--- src/bmt_pkg.sv ---
// Shared types and constants for the breakpoint match table.
// Holds the transaction structs, operation and status codes, and the
// command and status groups between the controller and the datapath.
`default_nettype none

package bmt_pkg;

	// Operation codes.
	localparam logic [1:0] OP_ADD    = 2'd0;
	localparam logic [1:0] OP_REMOVE = 2'd1;
	localparam logic [1:0] OP_CHECK  = 2'd2;

	// Result status codes.
	localparam logic [1:0] ST_OK      = 2'd0;
	localparam logic [1:0] ST_FULL    = 2'd1;
	localparam logic [1:0] ST_IGNORED = 2'd2;

	// Saturation value of a hit counter.
	localparam logic [31:0] HIT_MAX = 32'hFFFF_FFFF;

	// Input transaction.
	typedef struct packed {
		logic [1:0]         op;
		logic [1:0]         event_type;
		logic signed [31:0] step_value;
		logic [4:0]         slot_index;
	} req_t;

	// Result transaction.
	typedef struct packed {
		logic [1:0]  status;
		logic        matched;
		logic [4:0]  slot_out;
		logic [31:0] hits_out;
		logic        paused_out;
		logic [5:0]  entries_out;
	} rsp_t;

	// One table entry as stored in the memory.
	typedef struct packed {
		logic [1:0]  etype;
		logic [31:0] step;
		logic [31:0] hits;
	} entry_t;

	localparam int ENTRY_W = $bits(entry_t);

	// Commands from the controller to the datapath.
	typedef struct packed {
		logic load;
		logic add_wr;
		logic set_full;
		logic set_ign;
		logic scan_init;
		logic scan_run;
		logic shift_wr;
		logic hit_wr;
		logic rem_dec;
	} ctl_cmd_t;

	// Status from the datapath to the controller.
	typedef struct packed {
		logic [1:0] op;
		logic       full;
		logic       idx_bad;
		logic       issue;
		logic       vld_s1;
		logic       match;
	} dp_sts_t;

endpackage

`default_nettype wire

--- src/bmt_ram.sv ---
// Generic single-write, single-read memory with a registered read port.
// Standalone; no package dependencies.
`default_nettype none

module bmt_ram #(
	parameter int WIDTH = 8,
	parameter int DEPTH = 32,
	localparam int AW = (DEPTH > 1) ? $clog2(DEPTH) : 1
) (
	input  wire logic             clk,
	input  wire logic             we,
	input  wire logic [AW-1:0]    waddr,
	input  wire logic [WIDTH-1:0] wdata,
	input  wire logic [AW-1:0]    raddr,
	output logic      [WIDTH-1:0] rdata
);

	logic [WIDTH-1:0] mem_q [DEPTH];
	logic [WIDTH-1:0] rdata_q;

	// Write port and registered read port.
	always_ff @(posedge clk) begin
		if (we) begin
			mem_q[waddr] <= wdata;
		end
		rdata_q <= mem_q[raddr];
	end

	assign rdata = rdata_q;

endmodule

`default_nettype wire

--- src/bmt_datapath.sv ---
// Datapath of the breakpoint match table: entry memory, scan pointer,
// entry count, paused flag and result registers. Uses bmt_pkg and bmt_ram.
`default_nettype none

module bmt_datapath #(
	parameter int SLOTS = 32
) (
	input  wire logic              clk,
	input  wire logic              arst_n,
	input  wire bmt_pkg::req_t     req,
	input  wire bmt_pkg::ctl_cmd_t cmd,
	output bmt_pkg::dp_sts_t       sts,
	output bmt_pkg::rsp_t          rsp
);

	localparam int AW = (SLOTS > 1) ? $clog2(SLOTS) : 1;
	localparam int CW = $clog2(SLOTS + 1);
	localparam int XW = (CW > 6) ? CW : 6;

	bmt_pkg::req_t   req_q;
	logic [CW-1:0]   count_q;
	logic            paused_q;
	logic [CW-1:0]   rd_idx_q;
	logic            vld_s1;
	logic [CW-1:0]   idx_s1;
	logic [1:0]      status_q;
	logic            matched_q;
	logic [4:0]      slot_q;
	logic [31:0]     hits_q;

	logic [XW-1:0]   cnt_x;
	logic [XW-1:0]   idx_x;
	logic [XW-1:0]   hit_x;
	logic [CW-1:0]   prev_idx;
	logic            full;
	logic            idx_bad;
	logic            issue;
	logic            step_hit;
	logic            match;
	logic [31:0]     hits_inc;
	bmt_pkg::entry_t rd_entry;
	bmt_pkg::entry_t wr_entry;
	logic [bmt_pkg::ENTRY_W-1:0] rdata;
	logic            we;
	logic [AW-1:0]   waddr;

	// Widened views for comparisons and for the narrow result fields.
	assign cnt_x    = XW'(count_q);
	assign idx_x    = XW'(req_q.slot_index);
	assign hit_x    = XW'(idx_s1);
	assign prev_idx = idx_s1 - CW'(1);

	assign full    = (count_q >= CW'(SLOTS));
	assign idx_bad = (idx_x >= cnt_x);
	assign issue   = (rd_idx_q < count_q);

	// Match test on the entry read in the previous cycle.
	assign rd_entry = bmt_pkg::entry_t'(rdata);
	assign step_hit = rd_entry.step[31] || (rd_entry.step == $unsigned(req_q.step_value));
	assign match    = vld_s1 && (rd_entry.etype == req_q.event_type) && step_hit;
	assign hits_inc = (rd_entry.hits == bmt_pkg::HIT_MAX) ? rd_entry.hits
		: rd_entry.hits + 32'd1;

	// Memory write selection: append, shift down, or hit counter update.
	always_comb begin
		we       = 1'b0;
		waddr    = '0;
		wr_entry = rd_entry;
		if (cmd.add_wr) begin
			we             = 1'b1;
			waddr          = count_q[AW-1:0];
			wr_entry.etype = req_q.event_type;
			wr_entry.step  = $unsigned(req_q.step_value);
			wr_entry.hits  = '0;
		end else if (cmd.shift_wr) begin
			we    = 1'b1;
			waddr = prev_idx[AW-1:0];
		end else if (cmd.hit_wr) begin
			we            = 1'b1;
			waddr         = idx_s1[AW-1:0];
			wr_entry.hits = hits_inc;
		end
	end

	bmt_ram #(
		.WIDTH(bmt_pkg::ENTRY_W),
		.DEPTH(SLOTS)
	) u_ram (
		.clk  (clk),
		.we   (we),
		.waddr(waddr),
		.wdata(wr_entry),
		.raddr(rd_idx_q[AW-1:0]),
		.rdata(rdata)
	);

	// Control state: entry count, paused flag and scan pointer.
	always_ff @(posedge clk or negedge arst_n) begin
		if (!arst_n) begin
			count_q  <= '0;
			paused_q <= 1'b0;
			rd_idx_q <= '0;
			vld_s1   <= 1'b0;
		end else begin
			if (cmd.add_wr) begin
				count_q <= count_q + CW'(1);
			end else if (cmd.rem_dec) begin
				count_q <= count_q - CW'(1);
			end
			if (cmd.hit_wr) begin
				paused_q <= 1'b1;
			end
			if (cmd.scan_init) begin
				rd_idx_q <= (req_q.op == bmt_pkg::OP_REMOVE) ? CW'(idx_x + XW'(1)) : '0;
				vld_s1   <= 1'b0;
			end else if (cmd.scan_run) begin
				if (issue) begin
					rd_idx_q <= rd_idx_q + CW'(1);
				end
				vld_s1 <= issue;
			end
		end
	end

	// Payload registers: captured transaction, read index and result fields.
	always_ff @(posedge clk) begin
		if (cmd.load) begin
			req_q     <= req;
			status_q  <= bmt_pkg::ST_OK;
			matched_q <= 1'b0;
			slot_q    <= '0;
			hits_q    <= '0;
		end
		if (cmd.scan_run) begin
			idx_s1 <= rd_idx_q;
		end
		if (cmd.set_full) begin
			status_q <= bmt_pkg::ST_FULL;
		end
		if (cmd.set_ign) begin
			status_q <= bmt_pkg::ST_IGNORED;
		end
		if (cmd.add_wr) begin
			slot_q <= cnt_x[4:0];
		end
		if (cmd.hit_wr) begin
			matched_q <= 1'b1;
			slot_q    <= hit_x[4:0];
			hits_q    <= hits_inc;
		end
	end

	// Status toward the controller and the result transaction.
	assign sts.op      = req_q.op;
	assign sts.full    = full;
	assign sts.idx_bad = idx_bad;
	assign sts.issue   = issue;
	assign sts.vld_s1  = vld_s1;
	assign sts.match   = match;

	assign rsp.status      = status_q;
	assign rsp.matched     = matched_q;
	assign rsp.slot_out    = slot_q;
	assign rsp.hits_out    = hits_q;
	assign rsp.paused_out  = paused_q;
	assign rsp.entries_out = cnt_x[5:0];

	// The table never holds more entries than it has slots.
	a_count_range: assert property (@(posedge clk) disable iff (!arst_n)
		count_q <= CW'(SLOTS))
		else $error("entry count exceeds table size");

	// A hit counter update only follows a valid read of a matching entry.
	a_hit_valid: assert property (@(posedge clk) disable iff (!arst_n)
		cmd.hit_wr |-> match)
		else $error("hit update without a matching entry");

	// At most one memory write source is active, and append never overflows.
	a_one_write: assert property (@(posedge clk) disable iff (!arst_n)
		$onehot0({cmd.add_wr, cmd.shift_wr, cmd.hit_wr}) && !(cmd.add_wr && full))
		else $error("conflicting or overflowing table write");

endmodule

`default_nettype wire

--- src/bmt_ctrl.sv ---
// Controller of the breakpoint match table: sequences add, remove and check.
// Uses bmt_pkg for the command and status groups and the operation codes.
`default_nettype none

module bmt_ctrl (
	input  wire logic             clk,
	input  wire logic             arst_n,
	input  wire logic             start,
	input  wire bmt_pkg::dp_sts_t sts,
	output bmt_pkg::ctl_cmd_t     cmd,
	output logic                  busy,
	output logic                  done
);

	typedef enum logic [4:0] {
		S_IDLE = 5'b00001,
		S_DSP  = 5'b00010,
		S_REM  = 5'b00100,
		S_CHK  = 5'b01000,
		S_FIN  = 5'b10000
	} state_t;

	state_t state_q;
	state_t state_nxt;
	logic   scan_end;

	// The scan is over once nothing is issued and nothing is in flight.
	assign scan_end = !sts.issue && !sts.vld_s1;

	// Next state and datapath commands.
	always_comb begin
		cmd       = '0;
		state_nxt = state_q;
		unique case (state_q)
			S_IDLE: begin
				if (start) begin
					cmd.load  = 1'b1;
					state_nxt = S_DSP;
				end
			end
			S_DSP: begin
				unique case (sts.op)
					bmt_pkg::OP_ADD: begin
						if (sts.full) begin
							cmd.set_full = 1'b1;
						end else begin
							cmd.add_wr = 1'b1;
						end
						state_nxt = S_FIN;
					end
					bmt_pkg::OP_REMOVE: begin
						if (sts.idx_bad) begin
							cmd.set_ign = 1'b1;
							state_nxt   = S_FIN;
						end else begin
							cmd.scan_init = 1'b1;
							state_nxt     = S_REM;
						end
					end
					bmt_pkg::OP_CHECK: begin
						cmd.scan_init = 1'b1;
						state_nxt     = S_CHK;
					end
					default: begin
						state_nxt = S_FIN;
					end
				endcase
			end
			S_REM: begin
				cmd.scan_run = 1'b1;
				cmd.shift_wr = sts.vld_s1;
				if (scan_end) begin
					cmd.rem_dec = 1'b1;
					state_nxt   = S_FIN;
				end
			end
			S_CHK: begin
				if (sts.match) begin
					cmd.hit_wr = 1'b1;
					state_nxt  = S_FIN;
				end else begin
					cmd.scan_run = 1'b1;
					if (scan_end) begin
						state_nxt = S_FIN;
					end
				end
			end
			S_FIN: begin
				state_nxt = S_IDLE;
			end
			default: begin
				state_nxt = S_IDLE;
			end
		endcase
	end

	// State register.
	always_ff @(posedge clk or negedge arst_n) begin
		if (!arst_n) begin
			state_q <= S_IDLE;
		end else begin
			state_q <= state_nxt;
		end
	end

	assign busy = (state_q != S_IDLE);
	assign done = (state_q == S_FIN);

	// The result strobe lasts one cycle and frees the block right after.
	a_done_frees: assert property (@(posedge clk) disable iff (!arst_n)
		done |=> !busy && !done)
		else $error("result strobe not followed by idle");

	// An accepted transaction makes the block busy without an immediate result.
	a_accept_busy: assert property (@(posedge clk) disable iff (!arst_n)
		start && !busy |=> busy && !done)
		else $error("accepted transaction did not start work");

	// Exactly one state bit is set at all times.
	a_state_onehot: assert property (@(posedge clk) disable iff (!arst_n)
		$onehot(state_q))
		else $error("state register is not one-hot");

endmodule

`default_nettype wire

--- src/breakpoint_match_table.sv ---
// Breakpoint match table top level. Add, an ignored remove and the unused op finish
// without a scan; a remove shifts the later entries down and a check stops at the first
// match, both by the one-entry-per-cycle scan through the single read port.
// The next transaction is accepted in the cycle after the strobe. Reset clears the
// entry count and paused flag; entries are not cleared.
`default_nettype none

module breakpoint_match_table #(
	parameter int SLOTS = 32
) (
	input  wire logic          clk,
	input  wire logic          arst_n,
	input  wire logic          start,
	input  wire bmt_pkg::req_t req,
	output logic               busy,
	output logic               done,
	output bmt_pkg::rsp_t      rsp
);

	bmt_pkg::ctl_cmd_t cmd;
	bmt_pkg::dp_sts_t  sts;

	bmt_ctrl u_ctrl (
		.clk   (clk),
		.arst_n(arst_n),
		.start (start),
		.sts   (sts),
		.cmd   (cmd),
		.busy  (busy),
		.done  (done)
	);

	bmt_datapath #(
		.SLOTS(SLOTS)
	) u_dp (
		.clk   (clk),
		.arst_n(arst_n),
		.req   (req),
		.cmd   (cmd),
		.sts   (sts),
		.rsp   (rsp)
	);

endmodule

`default_nettype wire

--- config.mk ---
export PLATFORM = sky130hd
export DESIGN_NAME = breakpoint_match_table
export DESIGN_NICKNAME = d
export VERILOG_FILES = /design/src/bmt_pkg.sv /design/src/bmt_ram.sv /design/src/bmt_datapath.sv /design/src/bmt_ctrl.sv /design/src/breakpoint_match_table.sv
export SDC_FILE = /design/constraint.sdc
export NUM_CORES = 2
export LEC_CHECK = 0
export ABC_AREA = 1
export BUFFER_PORTS_ARGS = -buffer_cell sky130_fd_sc_hd__buf_2
export CORE_MARGIN = 5
export CORE_UTILIZATION = 50
export CTS_CLUSTER_SIZE = 24
export DETAILED_ROUTE_END_ITERATION = 8
export GPL_ROUTABILITY_DRIVEN = 0
export PLACE_DENSITY_LB_ADDON = 0.12
export SLEW_MARGIN = 20
export SYNTH_ARGS = -nofsm -noshare
export SYNTH_HDL_FRONTEND = slang
export SYNTH_SLANG_ARGS = --single-unit
--- constraint.sdc ---
create_clock -name clk -period 6.2 [get_ports clk]
set_input_delay 0.31 -clock clk [delete_from_list [all_inputs] [get_ports clk]]
set_output_delay 0.31 -clock clk [all_outputs]
set_load 0.01 [all_outputs]
==> results.sh <==
export IMPL_powerDensity_nw_per_um2=447.9
export IMPL_cts_max_path_buffers=3
export IMPL_synth_top_area_cell="edfxtp_1"
export IMPL_cts_root_buf="clkbuf_16"
export IMPL_vdd_ir_drop_worst_mv=0.3589
export IMPL_rsz0062_at_grt="no"
export IMPL_max_slew_margin_rel=0.1995
export IMPL_die_h_um=432.9
export IMPL_p_switching_mw=15.21
export IMPL_finalMaxSlewViolations=0
export IMPL_setup_viol=0
export IMPL_cts_htree_levels=4
export IMPL_rows=155
export IMPL_dr_pass1_iters=8
export IMPL_outcome="complete, no violations"
export IMPL_synth_most_common_cell="edfxtp_1"
export IMPL_cts_tree="done"
export IMPL_antenna_found_initial=6
export IMPL_fmax_mhz=216.0
export IMPL_initialDrtViolationCount=7162
export IMPL_clk_pin_slew_ns=0.06
export IMPL_route_detailed_drc=0
export IMPL_cp_required_ns=6.73
export IMPL_final_core_util=0.5665
export IMPL_grtUsageTotal=0.2749
export IMPL_arrival_ns=5.16
export IMPL_yosys_top_cells_count="edfxtp_1 (2195), nor2_1 (1278), o21ai_0 (1125)"
export IMPL_grt_max_degree=166
export IMPL_leakage_nw=32.75
export IMPL_hold_path_depth=2
export IMPL_cap_violations=0
export IMPL_ys_top_cells_by_area="edfxtp_1 (74%), o21ai_0 (6.3%), nor2_1 (5.4%), o22ai_1 (2.4%), nand2_1 (1.9%)"
export IMPL_hold_viol=0
export IMPL_ioPinCount=93
export IMPL_postSynthAreaPerCell_um2=13.20
export IMPL_crit_path_end_kind="flop"
export IMPL_yosysWarnings=0
export IMPL_place_hpwl_mm=139.8
export IMPL_dp_cells=8941
export IMPL_seqPwrFrac=0.447
export IMPL_core_area_um2=178200
export IMPL_ys_async_sr_fraction=0.008322
export IMPL_grt_pass1_vias=55370
export IMPL_clock_sinks=2283
export IMPL_worstSkewPairLatency_ns=0.86
export IMPL_nets=6931
export IMPL_die_w_um=432.9
export IMPL_place_area_um2=93270
export IMPL_r2r_start="u_dp.req_q[23]"
export IMPL_synth_ff_type="edfxtp_1"
export IMPL_hold_path_class="primary input to flop"
export IMPL_synthCells=6773
export IMPL_path_max_fanout=26
export IMPL_vias_per_cell=6.155
export IMPL_syn_nets=6844
export IMPL_r2r_setup_slack_ns=1.57
export IMPL_drive_above_1_share=0.09520
export IMPL_gr_total_overflow=0
export IMPL_numPortBuffers=92
export IMPL_post_cts_resized=0
export IMPL_cp_start_kind="flop"
export IMPL_p_comb_frac=0.257
export IMPL_min_period_over_period=0.7467
export IMPL_stdcell_area_um2=101000
export IMPL_skew_ns=0.03926
export IMPL_fillers=14340
export IMPL_die_area_um2=187400
export IMPL_rr_worst_depth=12
export IMPL_wirelength_mm=261.4
export IMPL_clock_power_share=0.296
export IMPL_hold_ws_ns=0.1778
export IMPL_seq_area_frac_synth=0.7580
export IMPL_hold_start="req[35]"
export IMPL_syn_area_um2=89410
export IMPL_synthToLayoutAreaGrowth_pct=12.92
export IMPL_drtAntennaViolNets=0
export IMPL_wl_per_cell_um=27.77
export IMPL_holdPathEnd="u_dp.req_q[35]"
export IMPL_tightest_slew_ns=1.198
export IMPL_start_util=0.5017
export IMPL_internal_power_mw=30.01
export IMPL_synth_top_area_frac=0.7372
export IMPL_yosysUniqueCellTypes=47
export IMPL_grt_first_pass_wirelength_mm=381.3
export IMPL_synth_edff_count=2195
export IMPL_num_vias=57950
export IMPL_ys_seq_elements=2283
export IMPL_setup_worst_path_class="flop to flop"
export IMPL_cts_setup_buffers=0
export IMPL_fin_setup_tns_ns=0
export IMPL_period_needed_ns=4.629
export IMPL_stdcell_count=9415
export IMPL_r2r_end="u_dp.u_ram.mem_q[6][61]"
export IMPL_sw_frac_of_total=0.3364
export IMPL_cts_made_buffers=227
[power groups by stage]
stage / combinational (mW) / clock, mW / sequential [mW]
2_1_floorplan: 6.88 / 0 / 20.4
4_1_cts: 11.6 / 13.5 / 20.2
3_3_place_gp: 11.5 / 0 / 20.5
5_1_grt: 12.6 / 14.2 / 20.3
3_5_place_dp: 11.6 / 0 / 20.5
6_report: 11.6 / 13.4 / 20.2
[sequential cells by signal, indices dropped and copies added, names as in the netlist, 2 cells and up]
register / cells
u_dp.u_ram.rdata: 66
u_dp.status_q: 2
u_dp.u_ram.mem_q: 2112
u_dp.hit_x: 5
u_dp.slot_q: 5
u_dp.idx_x: 5
u_ctrl.state_q: 5
u_dp.req_q: 34
u_dp.hits_q: 32
u_dp.rd_idx_q: 6
u_dp.sts: 2
u_dp.cnt_x: 6
[metrics by stage]
stage               setup WS [ns]  total power, mW
floorplan                   1.202            27.23
global placement            1.628            32.00
detailed placement          1.571            32.11
CTS                         1.569            45.35
global route                1.464            47.08
finish                      1.571            45.22
[logic make-up (layout without fill, tap and decap cells)]
group | after synthesis | after routing | synth area share
xor gates and xnor gates | 58 | 58 | 0.005681
adders and majority gates | 27 | 27 | 0.003862
buffers and inverters | 561 | 847 | 0.02559
other | 0 | 1 | 0
DFF | 2283 | 2283 | 0.7580
AOI/OAI and AO/OA | 1921 | 1921 | 0.1223
muxes | 1 | 1 | 0.0001120
and+or+nand+nor | 1922 | 1922 | 0.08446
[cell usage in the layout (no fill, tap or decap), drive strengths merged, types with 69 or more instances in the layout]
master	count
a21oi	118
a31oi	132
buf	275
clkbuf	288
clkinv	110
dfxtp	69
edfxtp	2195
inv	105
nand2	452
nand3	103
nor2	1279
o21ai	1131
o221ai	170
o22ai	336
[cell type report]
| type | instances | area, um2 | area share |
|---|---|---|---|
| sequential | 2283 | 67790 | 0.6714 |
| multi-input combinational | 3929 | 19750 | 0.1956 |
| clock buffer | 288 | 6021 | 0.05963 |
| tap | 2355 | 2947 | 0.02918 |
| timing repair buffer | 320 | 2843 | 0.02816 |
| clock inverter | 140 | 1205 | 0.01193 |
| inverter | 99 | 409.1 | 0.004052 |
| antenna | 1 | 2.502 | 0.00002478 |
[worst max-delay path, stage by stage, from the launching register on]
cell	delay (ns)
edfxtp_1	0.40
xnor2_1	0.17
nand2_1	0.08
nor2_1	0.13
nand2_1	0.14
nor2_1	0.34
nand2_1	0.09
nand2_1	0.47
nand4_1	0.31
a21oi_2	0.23
nand4_2	0.49
nor2_4	1.05
buf_12	0.30
[worst max-delay path by stage]
stage	start	to	depth (start not counted)
6_report	u_dp.req_q[23]	u_dp.u_ram.mem_q[6][61]	12
3_3_place_gp	u_dp.req_q[23]	u_dp.u_ram.mem_q[7][62]	12
4_1_cts	u_dp.req_q[23]	u_dp.u_ram.mem_q[6][61]	12
2_1_floorplan	u_dp.sts[5]	u_dp.u_ram.mem_q[0][0]	10
3_5_place_dp	u_dp.req_q[23]	u_dp.u_ram.mem_q[6][62]	12
5_1_grt	u_dp.req_q[23]	u_dp.u_ram.mem_q[7][62]	14
[repair_timing]
action | CTS | global route
hold endpoints to repair | 64 | 0
hold buffers | 45 | 0
setup endpoints to repair | 0 | 0
[layer usage]
| layer | share of wire | wire [um] | global-route usage | vias up |
|---|---|---|---|---|
| met5 | 0.00010 | 27 | 0 | - |
| met4 | 0.026 | 6859 | 0.07357 | 4 |
| met3 | 0.077 | 20240 | 0.03667 | 413 |
| met2 | 0.48 | 126300 | 0.4488 | 2691 |
| met1 | 0.41 | 108000 | 0.3934 | 29360 |
| li1 | - | - | - | 25490 |
No activity file was read; power rests on OpenSTA's default activity.
